==> src/design/tox_pkg.sv <==
// ----------------------------------------------------------------------------
// tox_pkg: shared types and constants of the transaction output extractor
// Holds the parse phase type, the result item layout and the result codes.
// ----------------------------------------------------------------------------
package tox_pkg;

  // Depth of the result queue at the top level.
  localparam int unsigned OUT_DEPTH = 4;

  // Result kinds.
  localparam logic [1:0] KIND_RECORD = 2'd0;
  localparam logic [1:0] KIND_DONE   = 2'd1;
  localparam logic [1:0] KIND_ERROR  = 2'd2;

  // Error codes.
  localparam logic [2:0] ERR_NONE     = 3'd0;
  localparam logic [2:0] ERR_SKIP_END = 3'd1;
  localparam logic [2:0] ERR_TRUNC    = 3'd2;
  localparam logic [2:0] ERR_FD       = 3'd3;
  localparam logic [2:0] ERR_FE       = 3'd4;
  localparam logic [2:0] ERR_FF       = 3'd5;

  typedef enum logic [4:0] {
    PH_TYPE     = 5'd0,
    PH_TYPE2    = 5'd1,
    PH_PAYVER   = 5'd2,
    PH_NATTR    = 5'd3,
    PH_USAGE    = 5'd4,
    PH_ATTRLEN  = 5'd5,
    PH_ATTRSKIP = 5'd6,
    PH_NIN      = 5'd7,
    PH_INSKIP   = 5'd8,
    PH_NOUT     = 5'd9,
    PH_ASSET    = 5'd10,
    PH_VALUE    = 5'd11,
    PH_OUTLOCK  = 5'd12,
    PH_HASH     = 5'd13,
    PH_OTYPE    = 5'd14,
    PH_VPVER    = 5'd15,
    PH_NCONT    = 5'd16,
    PH_VTYPE    = 5'd17,
    PH_NCAND    = 5'd18,
    PH_CANDLEN  = 5'd19,
    PH_CANDSKIP = 5'd20,
    PH_LOCK     = 5'd21
  } phase_e;

  // Walking state of the parser, without the assembled amount and hash.
  typedef struct packed {
    phase_e      phase;
    logic        new_ver;
    logic [7:0]  left;
    logic [7:0]  outer;
    logic [7:0]  cur;
    logic [7:0]  total;
    logic [7:0]  contents;
    logic [7:0]  cands;
  } tox_ctx_t;

  // One result item.
  typedef struct packed {
    logic [1:0]  kind;
    logic [2:0]  error_code;
    logic [7:0]  output_index;
    logic [63:0] amount;
    logic [63:0] hash_head;
    logic [63:0] hash_mid;
    logic [39:0] hash_tail;
    logic        last_of_run;
  } tox_result_t;

  // What one accepted byte produces: up to two result items, in order.
  typedef struct packed {
    logic [1:0]  num;
    tox_result_t res0;
    tox_result_t res1;
  } tox_emit_t;

endpackage

==> src/design/tox_in_if.sv <==
// ----------------------------------------------------------------------------
// tox_in_if: byte input channel
// Valid/ready channel that carries one raw transaction byte per item.
// ----------------------------------------------------------------------------
interface tox_in_if;
  logic       valid;
  logic       ready;
  logic [7:0] data_byte;
  logic       last_byte;

  modport source (output valid, output data_byte, output last_byte, input ready);
  modport sink (input valid, input data_byte, input last_byte, output ready);
endinterface

==> src/design/tox_out_if.sv <==
// ----------------------------------------------------------------------------
// tox_out_if: result output channel
// Valid/ready channel that carries one extracted record, completion or error.
// ----------------------------------------------------------------------------
interface tox_out_if;
  logic        valid;
  logic        ready;
  logic [1:0]  kind;
  logic [2:0]  error_code;
  logic [7:0]  output_index;
  logic [63:0] amount;
  logic [63:0] hash_head;
  logic [63:0] hash_mid;
  logic [39:0] hash_tail;
  logic        last_of_run;

  modport source (
    output valid, output kind, output error_code, output output_index,
    output amount, output hash_head, output hash_mid, output hash_tail,
    output last_of_run, input ready
  );
  modport sink (
    input valid, input kind, input error_code, input output_index,
    input amount, input hash_head, input hash_mid, input hash_tail,
    input last_of_run, output ready
  );
endinterface

==> src/design/tox_parser.sv <==
// ----------------------------------------------------------------------------
// tox_parser: transaction layout walker
// Advances the parse state by one byte per step and forms the results.
// ----------------------------------------------------------------------------
module tox_parser (
  input  logic              clk_i,
  input  logic              rst_ni,
  input  logic              step_i,
  input  logic [7:0]        data_byte_i,
  input  logic              last_byte_i,
  output tox_pkg::tox_emit_t emit_o
);

  localparam logic [7:0] AssetLen = 8'd32;
  localparam logic [7:0] ValueLen = 8'd8;
  localparam logic [7:0] LockLen  = 8'd4;
  localparam logic [7:0] HashLen  = 8'd21;
  localparam logic [7:0] InLen    = 8'd38;
  localparam logic [7:0] NewVer   = 8'd9;

  // Walking state at the start of a transaction.
  localparam tox_pkg::tox_ctx_t CtxReset = '{
    phase:    tox_pkg::PH_TYPE,
    new_ver:  1'b0,
    left:     8'd0,
    outer:    8'd0,
    cur:      8'd0,
    total:    8'd0,
    contents: 8'd0,
    cands:    8'd0
  };

  tox_pkg::tox_ctx_t ctx_q, ctx_d, ctx_a, ctx_b;
  logic              ignore_q, ignore_d;
  logic [63:0]       amount_q, amount_d;
  logic [159:0]      hash_q, hash_d;
  logic [167:0]      hash_full;
  logic              cnt_phase, cnt_err, rec, done, other;
  logic [2:0]        err_code;
  tox_pkg::tox_result_t rec_res, oth_res;

  function automatic logic is_skip(tox_pkg::phase_e p);
    return p == tox_pkg::PH_ATTRSKIP || p == tox_pkg::PH_INSKIP ||
           p == tox_pkg::PH_ASSET || p == tox_pkg::PH_OUTLOCK ||
           p == tox_pkg::PH_CANDSKIP || p == tox_pkg::PH_LOCK;
  endfunction

  function automatic tox_pkg::tox_ctx_t after_output(tox_pkg::tox_ctx_t c);
    tox_pkg::tox_ctx_t r;
    r = c;
    r.cur = c.cur + 8'd1;
    if (r.cur < r.total) begin
      r.phase = tox_pkg::PH_ASSET;
      r.left  = AssetLen;
    end else begin
      r.phase = tox_pkg::PH_LOCK;
      r.left  = LockLen;
    end
    return r;
  endfunction

  function automatic tox_pkg::tox_ctx_t after_content(tox_pkg::tox_ctx_t c);
    tox_pkg::tox_ctx_t r;
    r = c;
    if (r.contents != 8'd0) r.contents = r.contents - 8'd1;
    if (r.contents != 8'd0) r.phase = tox_pkg::PH_VTYPE;
    else r = after_output(r);
    return r;
  endfunction

  assign hash_full = {hash_q, data_byte_i};

  // Work of the byte itself.
  always_comb begin
    cnt_phase = ctx_q.phase == tox_pkg::PH_NATTR || ctx_q.phase == tox_pkg::PH_ATTRLEN ||
                ctx_q.phase == tox_pkg::PH_NIN || ctx_q.phase == tox_pkg::PH_NOUT ||
                ctx_q.phase == tox_pkg::PH_NCONT || ctx_q.phase == tox_pkg::PH_NCAND ||
                ctx_q.phase == tox_pkg::PH_CANDLEN;
    cnt_err  = cnt_phase && (data_byte_i >= 8'hFD);
    ctx_a    = ctx_q;
    amount_d = amount_q;
    hash_d   = hash_q;
    rec      = 1'b0;
    unique case (ctx_q.phase)
      tox_pkg::PH_TYPE: begin
        ctx_a.new_ver = data_byte_i >= NewVer;
        ctx_a.phase   = (data_byte_i >= NewVer) ? tox_pkg::PH_TYPE2 : tox_pkg::PH_PAYVER;
      end
      tox_pkg::PH_TYPE2:  ctx_a.phase = tox_pkg::PH_PAYVER;
      tox_pkg::PH_PAYVER: ctx_a.phase = tox_pkg::PH_NATTR;
      tox_pkg::PH_NATTR: begin
        ctx_a.outer = data_byte_i;
        ctx_a.phase = (data_byte_i != 8'd0) ? tox_pkg::PH_USAGE : tox_pkg::PH_NIN;
      end
      tox_pkg::PH_USAGE: ctx_a.phase = tox_pkg::PH_ATTRLEN;
      tox_pkg::PH_ATTRLEN: begin
        ctx_a.phase = tox_pkg::PH_ATTRSKIP;
        ctx_a.left  = data_byte_i;
      end
      tox_pkg::PH_NIN: begin
        ctx_a.outer = data_byte_i;
        if (data_byte_i != 8'd0) begin
          ctx_a.phase = tox_pkg::PH_INSKIP;
          ctx_a.left  = InLen;
        end else begin
          ctx_a.phase = tox_pkg::PH_NOUT;
        end
      end
      tox_pkg::PH_NOUT: begin
        ctx_a.total = data_byte_i;
        ctx_a.cur   = 8'd0;
        if (data_byte_i != 8'd0) begin
          ctx_a.phase = tox_pkg::PH_ASSET;
          ctx_a.left  = AssetLen;
        end else begin
          ctx_a.phase = tox_pkg::PH_LOCK;
          ctx_a.left  = LockLen;
        end
      end
      tox_pkg::PH_VALUE: begin
        // Little-endian: each byte enters at the top and moves down.
        amount_d = {data_byte_i, amount_q[63:8]};
        if (ctx_q.left != 8'd0) ctx_a.left = ctx_q.left - 8'd1;
        if (ctx_a.left == 8'd0) begin
          ctx_a.phase = tox_pkg::PH_OUTLOCK;
          ctx_a.left  = LockLen;
        end
      end
      tox_pkg::PH_HASH: begin
        hash_d = hash_full[159:0];
        if (ctx_q.left != 8'd0) ctx_a.left = ctx_q.left - 8'd1;
        if (ctx_a.left == 8'd0) begin
          rec = 1'b1;
          if (ctx_q.new_ver) ctx_a.phase = tox_pkg::PH_OTYPE;
          else ctx_a = after_output(ctx_a);
        end
      end
      tox_pkg::PH_OTYPE: begin
        if (data_byte_i == 8'd1) ctx_a.phase = tox_pkg::PH_VPVER;
        else ctx_a = after_output(ctx_q);
      end
      tox_pkg::PH_VPVER: ctx_a.phase = tox_pkg::PH_NCONT;
      tox_pkg::PH_NCONT: begin
        ctx_a.contents = data_byte_i;
        if (data_byte_i != 8'd0) ctx_a.phase = tox_pkg::PH_VTYPE;
        else ctx_a = after_output(ctx_a);
      end
      tox_pkg::PH_VTYPE: ctx_a.phase = tox_pkg::PH_NCAND;
      tox_pkg::PH_NCAND: begin
        ctx_a.cands = data_byte_i;
        if (data_byte_i != 8'd0) ctx_a.phase = tox_pkg::PH_CANDLEN;
        else ctx_a = after_content(ctx_a);
      end
      tox_pkg::PH_CANDLEN: begin
        ctx_a.phase = tox_pkg::PH_CANDSKIP;
        ctx_a.left  = data_byte_i;
      end
      default: begin
        if (is_skip(ctx_q.phase)) begin
          if (ctx_q.left != 8'd0) ctx_a.left = ctx_q.left - 8'd1;
        end else begin
          ctx_a.phase = tox_pkg::PH_TYPE;
        end
      end
    endcase
  end

  // A finished skip moves on at once; one step always suffices because every
  // follow-up is either a non-skip phase or a skip of nonzero length.
  always_comb begin
    ctx_b = ctx_a;
    done  = 1'b0;
    if (!last_byte_i && is_skip(ctx_a.phase) && ctx_a.left == 8'd0) begin
      unique case (ctx_a.phase)
        tox_pkg::PH_ATTRSKIP: begin
          if (ctx_a.outer != 8'd0) ctx_b.outer = ctx_a.outer - 8'd1;
          ctx_b.phase = (ctx_b.outer != 8'd0) ? tox_pkg::PH_USAGE : tox_pkg::PH_NIN;
        end
        tox_pkg::PH_INSKIP: begin
          if (ctx_a.outer != 8'd0) ctx_b.outer = ctx_a.outer - 8'd1;
          if (ctx_b.outer != 8'd0) begin
            ctx_b.left = InLen;
          end else begin
            ctx_b.phase = tox_pkg::PH_NOUT;
          end
        end
        tox_pkg::PH_ASSET: begin
          ctx_b.phase = tox_pkg::PH_VALUE;
          ctx_b.left  = ValueLen;
        end
        tox_pkg::PH_OUTLOCK: begin
          ctx_b.phase = tox_pkg::PH_HASH;
          ctx_b.left  = HashLen;
        end
        tox_pkg::PH_CANDSKIP: begin
          if (ctx_a.cands != 8'd0) ctx_b.cands = ctx_a.cands - 8'd1;
          if (ctx_b.cands != 8'd0) ctx_b.phase = tox_pkg::PH_CANDLEN;
          else ctx_b = after_content(ctx_b);
        end
        default: begin
          done        = 1'b1;
          ctx_b.phase = tox_pkg::PH_TYPE;
        end
      endcase
    end
  end

  // Results and next state.
  always_comb begin
    unique case (data_byte_i[1:0])
      2'd1:    err_code = tox_pkg::ERR_FD;
      2'd2:    err_code = tox_pkg::ERR_FE;
      default: err_code = tox_pkg::ERR_FF;
    endcase

    rec_res              = '0;
    rec_res.kind         = tox_pkg::KIND_RECORD;
    rec_res.error_code   = tox_pkg::ERR_NONE;
    rec_res.output_index = ctx_q.cur;
    rec_res.amount       = amount_q;
    rec_res.hash_head    = hash_full[167:104];
    rec_res.hash_mid     = hash_full[103:40];
    rec_res.hash_tail    = hash_full[39:0];

    oth_res = '0;
    other   = 1'b0;
    if (cnt_err) begin
      other              = 1'b1;
      oth_res.kind       = tox_pkg::KIND_ERROR;
      oth_res.error_code = err_code;
    end else if (last_byte_i) begin
      other              = 1'b1;
      oth_res.kind       = tox_pkg::KIND_ERROR;
      oth_res.error_code = is_skip(ctx_a.phase) ? tox_pkg::ERR_SKIP_END : tox_pkg::ERR_TRUNC;
    end else if (done) begin
      other                = 1'b1;
      oth_res.kind         = tox_pkg::KIND_DONE;
      oth_res.output_index = ctx_b.total;
    end

    emit_o = '0;
    if (step_i && !ignore_q) begin
      if (rec && !cnt_err) begin
        emit_o.res0             = rec_res;
        emit_o.res0.last_of_run = !other;
        emit_o.res1             = oth_res;
        emit_o.res1.last_of_run = 1'b1;
        emit_o.num              = other ? 2'd2 : 2'd1;
      end else if (other) begin
        emit_o.res0             = oth_res;
        emit_o.res0.last_of_run = 1'b1;
        emit_o.num              = 2'd1;
      end
    end

    ctx_d    = ctx_q;
    ignore_d = ignore_q;
    if (step_i) begin
      if (last_byte_i) begin
        ctx_d    = CtxReset;
        ignore_d = 1'b0;
      end else if (!ignore_q) begin
        if (cnt_err) begin
          ignore_d = 1'b1;
        end else begin
          ctx_d    = ctx_b;
          ignore_d = done;
        end
      end
    end
  end

  always_ff @(posedge clk_i or negedge rst_ni) begin
    if (!rst_ni) begin
      ctx_q    <= CtxReset;
      ignore_q <= 1'b0;
    end else begin
      ctx_q    <= ctx_d;
      ignore_q <= ignore_d;
    end
  end

  // Amount and hash assembly registers carry payload only.
  always_ff @(posedge clk_i) begin
    if (step_i && !ignore_q && !cnt_err) begin
      amount_q <= amount_d;
      hash_q   <= hash_d;
    end
  end

endmodule

==> src/design/transaction_output_extractor_core.sv <==
// ----------------------------------------------------------------------------
// transaction_output_extractor_core: streaming transaction output extractor
// Walks a serialized transaction byte by byte and reports every output.
// ----------------------------------------------------------------------------
// The in_i channel takes one transaction byte per item; last_byte marks the
// final byte of a buffer. The out_o channel delivers result items: one record
// per output (index, amount and 21-byte program hash), then either a single
// completion item carrying the output count or a single error item.
// A byte is parsed in the cycle it is accepted, and its results are written
// into a small result queue at that clock edge, so with an empty queue the
// first result of a byte is visible on out_o in the cycle after acceptance.
// The block accepts one byte per cycle as long as the result queue has room
// for two items, the most that a single byte can cause (a record followed by
// an error when the last byte completes a program hash).
// A reset clears the parse state to the start of a transaction and empties
// the result queue. When the receiver stalls, results stay in the queue and
// in_i.ready drops once fewer than two entries are free; no result is lost.
// After an error or completion the following bytes are consumed without
// results up to and including the last byte of the buffer.
// ----------------------------------------------------------------------------
module transaction_output_extractor_core #(
  parameter int unsigned OutDepth = tox_pkg::OUT_DEPTH
) (
  input  logic      clk_i,
  input  logic      rst_ni,
  tox_in_if.sink    in_i,
  tox_out_if.source out_o
);

  localparam int unsigned PtrW = (OutDepth > 1) ? $clog2(OutDepth) : 1;
  localparam int unsigned CntW = $clog2(OutDepth + 1);
  localparam logic [CntW-1:0] ReadyMax = CntW'(OutDepth - 2);
  localparam logic [PtrW-1:0] LastPtr  = PtrW'(OutDepth - 1);

  tox_pkg::tox_emit_t   emit;
  tox_pkg::tox_result_t queue_q [OutDepth];
  tox_pkg::tox_result_t head;
  logic [PtrW-1:0]      wr_ptr_q, wr_ptr_d, wr_ptr1, rd_ptr_q, rd_ptr_d;
  logic [CntW-1:0]      count_q, count_d;
  logic                 accept, pop;

  function automatic logic [PtrW-1:0] ptr_inc(logic [PtrW-1:0] p);
    return (p == LastPtr) ? '0 : p + PtrW'(1);
  endfunction

  // Room for the worst case of two results decides readiness.
  assign in_i.ready = count_q <= ReadyMax;
  assign accept     = in_i.valid && in_i.ready;
  assign pop        = out_o.valid && out_o.ready;

  tox_parser u_parser (
    .clk_i       (clk_i),
    .rst_ni      (rst_ni),
    .step_i      (accept),
    .data_byte_i (in_i.data_byte),
    .last_byte_i (in_i.last_byte),
    .emit_o      (emit)
  );

  assign wr_ptr1 = ptr_inc(wr_ptr_q);

  always_comb begin
    wr_ptr_d = wr_ptr_q;
    rd_ptr_d = rd_ptr_q;
    unique case (emit.num)
      2'd1:    wr_ptr_d = wr_ptr1;
      2'd2:    wr_ptr_d = ptr_inc(wr_ptr1);
      default: wr_ptr_d = wr_ptr_q;
    endcase
    if (pop) rd_ptr_d = ptr_inc(rd_ptr_q);
    count_d = count_q + CntW'(emit.num) - CntW'(pop);
  end

  always_ff @(posedge clk_i or negedge rst_ni) begin
    if (!rst_ni) begin
      wr_ptr_q <= '0;
      rd_ptr_q <= '0;
      count_q  <= '0;
    end else begin
      wr_ptr_q <= wr_ptr_d;
      rd_ptr_q <= rd_ptr_d;
      count_q  <= count_d;
    end
  end

  always_ff @(posedge clk_i) begin
    if (emit.num != 2'd0) queue_q[wr_ptr_q] <= emit.res0;
    if (emit.num == 2'd2) queue_q[wr_ptr1]  <= emit.res1;
  end

  assign head               = queue_q[rd_ptr_q];
  assign out_o.valid        = count_q != '0;
  assign out_o.kind         = head.kind;
  assign out_o.error_code   = head.error_code;
  assign out_o.output_index = head.output_index;
  assign out_o.amount       = head.amount;
  assign out_o.hash_head    = head.hash_head;
  assign out_o.hash_mid     = head.hash_mid;
  assign out_o.hash_tail    = head.hash_tail;
  assign out_o.last_of_run  = head.last_of_run;

endmodule

==> src/flat_wrapper.sv <==
// flat-port wrapper written by rule: the top's interface ports become plain ports
module transaction_output_extractor_core_flat 
#(
  parameter int unsigned OutDepth = tox_pkg::OUT_DEPTH
)
  (clk_i, rst_ni, in_i_valid, in_i_data_byte, in_i_last_byte, in_i_ready, out_o_valid, out_o_kind, out_o_error_code, out_o_output_index, out_o_amount, out_o_hash_head, out_o_hash_mid, out_o_hash_tail, out_o_last_of_run, out_o_ready);
  tox_in_if in_i_i ();
  tox_out_if out_o_i ();
  input  logic clk_i;
  input  logic rst_ni;
  input wire logic [$bits(in_i_i.valid)-1:0] in_i_valid;
  input wire logic [$bits(in_i_i.data_byte)-1:0] in_i_data_byte;
  input wire logic [$bits(in_i_i.last_byte)-1:0] in_i_last_byte;
  output wire logic [$bits(in_i_i.ready)-1:0] in_i_ready;
  output wire logic [$bits(out_o_i.valid)-1:0] out_o_valid;
  output wire logic [$bits(out_o_i.kind)-1:0] out_o_kind;
  output wire logic [$bits(out_o_i.error_code)-1:0] out_o_error_code;
  output wire logic [$bits(out_o_i.output_index)-1:0] out_o_output_index;
  output wire logic [$bits(out_o_i.amount)-1:0] out_o_amount;
  output wire logic [$bits(out_o_i.hash_head)-1:0] out_o_hash_head;
  output wire logic [$bits(out_o_i.hash_mid)-1:0] out_o_hash_mid;
  output wire logic [$bits(out_o_i.hash_tail)-1:0] out_o_hash_tail;
  output wire logic [$bits(out_o_i.last_of_run)-1:0] out_o_last_of_run;
  input wire logic [$bits(out_o_i.ready)-1:0] out_o_ready;
  assign in_i_i.valid = in_i_valid;
  assign in_i_i.data_byte = in_i_data_byte;
  assign in_i_i.last_byte = in_i_last_byte;
  assign in_i_ready = in_i_i.ready;
  assign out_o_valid = out_o_i.valid;
  assign out_o_kind = out_o_i.kind;
  assign out_o_error_code = out_o_i.error_code;
  assign out_o_output_index = out_o_i.output_index;
  assign out_o_amount = out_o_i.amount;
  assign out_o_hash_head = out_o_i.hash_head;
  assign out_o_hash_mid = out_o_i.hash_mid;
  assign out_o_hash_tail = out_o_i.hash_tail;
  assign out_o_last_of_run = out_o_i.last_of_run;
  assign out_o_i.ready = out_o_ready;
  transaction_output_extractor_core #(.OutDepth(OutDepth)) u_core (.clk_i(clk_i), .rst_ni(rst_ni), .in_i(in_i_i), .out_o(out_o_i));
endmodule
==> config.mk <==
export PLATFORM = sky130hd
export DESIGN_NAME = transaction_output_extractor_core_flat
export DESIGN_NICKNAME = d
export VERILOG_FILES = /design/src/design/tox_pkg.sv /design/src/design/tox_in_if.sv /design/src/design/tox_out_if.sv /design/src/design/tox_parser.sv /design/src/design/transaction_output_extractor_core.sv /design/src/flat_wrapper.sv
export SDC_FILE = /design/constraint.sdc
export NUM_CORES = 2
export LEC_CHECK = 0
export BUFFER_PORTS_ARGS = -buffer_cell sky130_fd_sc_hd__clkbuf_2
export CAP_MARGIN = 20
export CORE_ASPECT_RATIO = 1.75
export CORE_UTILIZATION = 55
export DETAILED_ROUTE_END_ITERATION = 10
export PLACE_DENSITY = 0.73
export RECOVER_POWER = 100
export SKIP_LAST_GASP = 1
export SLEW_MARGIN = 30
export SYNTH_ARGS = -nofsm -noshare
export SYNTH_HDL_FRONTEND = slang
export SYNTH_SLANG_ARGS = --single-unit
==> constraint.sdc <==
create_clock -name clk_i -period 13.8 [get_ports clk_i]
set_input_delay 1.38 -clock clk_i [delete_from_list [all_inputs] [get_ports clk_i]]
set_output_delay 1.38 -clock clk_i [all_outputs]
set_load 0.01 [all_outputs]
### After elaboration in Yosys (flattened, before gate mapping)

Memories as Yosys holds them, arrays and structs flattened.
Index checks and enable logic that the tools add are counted.

* register bits: 286
* memory bits (writable): 984
* bits of input ports: 13
* output and inout bits: 248
* logic and storage cells: 222
* memories kept: 1

* $add $sub $neg: 12
* $lt $le $gt $ge: 5
* eq/ne operators: 37
* mux-type cells: 100
* reduce and logical (&&, ||, !) cells: 53

Memories
* u_core.queue_q: words 4, bits a word 246, read ports 1, clocked after memory_dff 0, write ports 2, line transaction_output_extractor_core.sv:36 `tox_pkg::tox_result_t queue_q [OutDepth];`

Operator list (count)
* 2-to-1 mux 494 bit: 1
* 2-to-1 mux 54 bit: 6
* 2-to-1 mux 48 bit: 6
* 2-to-1 mux 248 bit: 1
* 2-to-1 mux 247 bit: 1
* 2-to-1 mux 246 bit: 1
* 2-to-1 mux 8 bit: 25
* 2-to-1 mux 49 bit: 4
* nonzero test 8 bit: 11
* one-hot mux 16 bit (5 select lines): 1
* one-hot mux 5 bit (16 select lines): 1
* one-hot mux 8 bit (9 select lines): 1
* 2-to-1 mux 5 bit: 14
* one-hot mux 16 bit (4 select lines): 1
* equality test 5 x 4 -> 1 bit, second input constant: 11
* equality test 5 bit, second input constant: 8
* one-hot mux 8 bit (5 select lines): 1
* subtractor 8 x 1 -> 8 bit, second input constant: 5
* 2-to-1 mux 32 bit: 1
* one-hot mux 8 bit (4 select lines): 1
* equality test 5 x 3 -> 1 bit, second input constant: 5
* one-hot mux 5 bit (5 select lines): 1
* logical NOT 8 bit: 3
* one-hot mux 8 bit (3 select lines): 1
* other kinds (31): 96

### Longest topological paths before layout

* depth after elaboration: 35
* depth in mapped cells: 31
* mapped depth without buffers: 26

### Modules after synthesis

A second synthesis with hierarchy kept.

* cells, all modules: 4142
* area total of the unflattened synthesis: 65968.3 sq um

By module, submodules not included
* transaction_output_extractor_core: times used 1, cells each 2437, area each 48524.0 sq um, seq. area each 29723.5 sq um
* tox_parser: times used 1, cells each 1705, area each 17444.2 sq um, seq. area each 8102.8 sq um

### Worst setup path after synthesis

No wires, ideal clock.

* path kind: input to register
* start: input in_i_data_byte[0]
* end: register u_core.u_parser.hash_q[0], enable pin
* setup time: 683 ps
* arrival time: 8844 ps
* data required time: 13117 ps
* slack: 4273 ps
* stages on the path: 6
* buffers on the path: 1
* cells stage by stage: clkbuf_1 nor2_1 a2111oi_2 inv_1 nand2_1 nor2_1

* longest elaborated chain between the ends: 5

RTL lines
* start: declaration: line flat_wrapper.sv:12 `input wire logic [$bits(in_i_i.data_byte)-1:0] in_i_data_byte;`
* >= comparator 8 bit: line tox_parser.sv:79 `cnt_err = cnt_phase && (data_byte_i >= 8'hFD);`
* logical AND 1 bit: line tox_parser.sv:79
* logical NOT 1 bit: line tox_parser.sv:285 `if (step_i && !ignore_q && !cnt_err) begin`
* logical AND 1 bit: line tox_parser.sv:285
* AND reduction 2 bit (no source line)
* end signal: assignment: line tox_parser.sv:287 `hash_q <= hash_d;`
* end: declaration: line tox_parser.sv:36 `logic [159:0] hash_q, hash_d;`

No other way between the ends.
A chain may end at the register's enable or synchronous reset.

==> results.sh <==
export IMPL_path_buf_inv=5
export IMPL_worstPathRequired_ns=14.44
export IMPL_cts_hold_buf=0
export IMPL_synthMuxAreaShare=0.121
export IMPL_dp_hpwl_um=76900
export IMPL_ys_top_cells_by_count="a22o_1, dfxtp_1, edfxtp_1, clkbuf_1, mux4_2"
export IMPL_ant_nets=0
export IMPL_final_setup_tns_ns=0
export IMPL_critPathSlowestCell="clkbuf_1"
export IMPL_synth_ff_type="dfxtp_1"
export IMPL_powerDensity_nw_per_um2=161
export IMPL_startpoint="in_i_data_byte[0]"
export IMPL_area_delta_synth_final_pct=11.0
export IMPL_portBuffers=260
export IMPL_cts_resized=0
export IMPL_antenna_found_initial=2
export IMPL_grt_start_max_net_pins=173
export IMPL_rr_endpoint="u_core.queue_q[0][21]"
export IMPL_cp_depth=20
export IMPL_vdd_ir_drop_max_uv=163
export IMPL_setup_viol=0
export IMPL_final_min_clock_period_ns=10.66
export IMPL_min_path_type="register to register"
export IMPL_synth_nets=3809
export IMPL_fin_skew_ns=0.0325
export IMPL_clock_sinks=1270
export IMPL_synth_seq_area_share=0.573
export IMPL_syn_area_per_cell_um2=13.2
export IMPL_yosys_area_top_type="dfxtp_1"
export IMPL_p_leak_uw=0.0204
export IMPL_clk_latency_ns=0.72
export IMPL_crit_path_max_fanout=161
export IMPL_rsz0062_at_grt="false"
export IMPL_hold_violations=0
export IMPL_grt_overflow_total=0
export IMPL_ys_seq_elements=1270
export IMPL_synth_area_top_cells="dfxtp_1, edfxtp_1, a22o_1"
export IMPL_clock_fmax_ghz=0.0938
export IMPL_synth_edff_count=280
export IMPL_finalCritPeriodShare=0.772
export IMPL_cts_root_buffer="clkbuf_16"
export IMPL_worst_slew_pin_slew_ns=4.58
export IMPL_syn_area_um2=49800
export IMPL_post_cts_buffers=0
export IMPL_layout_drive_gt1_share=0.131
export IMPL_synth_compound_area_frac=0.211
export IMPL_vias_per_cell=6.73
export IMPL_grt_use_total=0.291
export IMPL_numCtsBuffers=109
export IMPL_drt_iter0_markers=3104
export IMPL_critPathLaunchType="input port"
export IMPL_yosys_area_share_simple=0.0482
export IMPL_worstSetupPathType="input port to register"
export IMPL_num_rows=145
export IMPL_cp_cell_sequence="clkbuf_1, nand2b_1, nor3_1, nor2_1, a21oi_1, a21boi_0, nand2b_1, a32oi_1, nor4_4, clkbuf_1, nand4_1, nand3_1, ha_1, nand2_1, ha_1, a21oi_1, buf_12, clkbuf_1, buf_16, a22o_1"
export IMPL_crit_path_end_kind="register"
export IMPL_crit_arrival_ns=11.29
export IMPL_final_nets=3895
export IMPL_cts_buffer_depth=3
export IMPL_violations="capacitance limit, slew limit"
export IMPL_vias=34500
export IMPL_path_delay_family="buffers and inverters"
export IMPL_async_reset_ff_frac=0.0488
export IMPL_synthAdderAreaFrac=0.00996
export IMPL_path_common_cell="clkbuf_1"
export IMPL_place_area_um2=51900
export IMPL_grt_first_pass_wirelength_um=209000
export IMPL_gp_congestion=0.989
export IMPL_clk_pin_slew_ns=0.07
export IMPL_yosys_area_share_xor_xnor=0.00651
export IMPL_initial_core_util=0.556
export IMPL_ys_warn_count=0
export IMPL_drc=0
export IMPL_dr_pass1_iters=6
export IMPL_synth_distinct_cells=100
export IMPL_grt_pass1_vias=34900
export IMPL_cts_max_level=3
export IMPL_cap_violations=11
export IMPL_r2r_slack_ns=3.70
export IMPL_dieArea_um2=91700
export IMPL_design_area_um2=55200
export IMPL_synthCells=3757
export IMPL_finalMaxSlewViolations=473
export IMPL_io_pins=261
export IMPL_maxSlewHeadroom=-2.05
export IMPL_cts_tree="yes"
export IMPL_worstReg2RegStart="u_core.u_parser.ctx_q[8]"
export IMPL_run_status="finished with violations"
export IMPL_synth_top_family_by_area="compound AO/OA/AOI/OAI gates"
export IMPL_critPathCapture="u_core.queue_q[0][21]"
export IMPL_routedWlPerCell_um=26.4
export IMPL_die_width_um=229
export IMPL_core_region_area_um2=89400
export IMPL_slowest_delay_ns=1.27
export IMPL_synth_top_area_frac=0.373
export IMPL_reg2regPathDepth=21
export IMPL_fp_dieH_um=400
export IMPL_synth_most_common_cell="a22o_1"
export IMPL_wl_um=135000
==> layer usage <==
| metal | vias up | GRT usage | share of wire |
|---|---|---|---|
| li1 | 15000 | - | - |
| met1 | 17700 | 0.365 | 0.39 |
| met2 | 1462 | 0.489 | 0.50 |
| met3 | 329 | 0.0495 | 0.068 |
| met4 | 2 | 0.137 | 0.044 |
| met5 | - | 0 | 0.000089 |
==> through the flow <==
stage               cells  power, uW  worst slack (ns)   util  hold slack [ns]
floorplan            3757       5270              4.27      -            0.444
global placement     4904       5760              4.96  0.579            0.455
detailed placement   4905       5770              4.76  0.580            0.458
CTS                  5113       8930              5.48  0.622            0.477
global route         5117       9190              2.53  0.617            0.484
finish               5117       8870              3.14  0.617            0.473
==> where the power goes <==
group | switching, uW | total (uW) | leakage [uW] | internal (uW)
registers | 112 | 3940 | 0.0108 | 3820
clock network | 1410 | 3190 | 0.00185 | 1780
logic | 1120 | 1740 | 0.00773 | 629
total | 2640 | 8870 | 0.0204 | 6230
==> how the worst min path moves through the flow <==
stage,end,slack [ns],depth (start not counted),startpoint
2_1_floorplan,u_core.queue_q[2][161],0.44,1,u_core.queue_q[2][161]
3_3_place_gp,u_core.queue_q[2][191],0.46,1,u_core.queue_q[2][191]
3_5_place_dp,u_core.queue_q[2][4],0.46,1,u_core.queue_q[2][4]
4_1_cts,u_core.queue_q[2][190],0.48,1,u_core.queue_q[2][190]
5_1_grt,u_core.queue_q[2][114],0.48,1,u_core.queue_q[2][114]
6_report,u_core.queue_q[2][222],0.47,1,u_core.queue_q[2][222]
==> placed cells by master (no fill, tap or decap), types with 19 or more instances in the layout <==
cell       netlist  final
nand3_1         42     41
nand2b_1        20     20
edfxtp_1       280    280
buf_4            8     21
ha_1            38     38
mux4_2         246    246
dfxtp_1        928    928
clkbuf_1       266    289
mux2i_1         43     43
o21ai_0         62     71
nor2_1         130    126
xor2_1          19     19
nor3_1          30     31
a21oi_1         70     68
inv_1           46     46
a22o_1         945    945
clkbuf_8         0     19
clkbuf_16        0    120
dfrtp_1         62     61
nand2_1        120    121
==> area by class of cell <==
cell class / instances / area (um2)
timing repair buffer: 309 / 1470
clock inverter: 42 / 407
fill: 6927 / 34200
clock buffer: 166 / 3370
multi-input combinational: 2107 / 19800
tap: 1176 / 1470
sequential: 1270 / 28500
antenna: 1 / 2.50
inverter: 46 / 173
==> registers in the layout (all words and copies together), names as in the netlist <==
register / flops
u_core.wr_ptr_q: 2
u_core.u_parser.ignore_q: 1
u_core.u_parser.hash_q: 160
u_core.count_q: 3
u_core.queue_q: 984
u_core.u_parser.ctx_q: 54
u_core.u_parser.amount_q: 64
u_core.rd_ptr_q: 2
==> kinds of logic after synthesis <==
logic type / Yosys count
fa+ha+maj: 39
flops: 1270
compound gates: 1269
xor+xnor: 37
mux: 293
simple gates: 469
buf+inv: 380
==> worst register-to-register path, stage by stage (launching register included) <==
cell	delay, ns
dfrtp_1	0.56
inv_1	0.16
ha_1	0.36
inv_1	0.21
a211oi_1	0.10
a31oi_1	0.40
a211oi_1	0.24
a21boi_0	1.06
nand2b_1	0.22
a32oi_1	0.15
nor4_4	0.23
clkbuf_1	1.08
nand4_1	1.07
nand3_1	0.36
ha_1	0.16
nand2_1	0.17
ha_1	0.51
a21oi_1	0.38
buf_12	0.73
clkbuf_1	1.30
buf_16	0.34
a22o_1	0.24
Power figures use the tool's default switching activity.
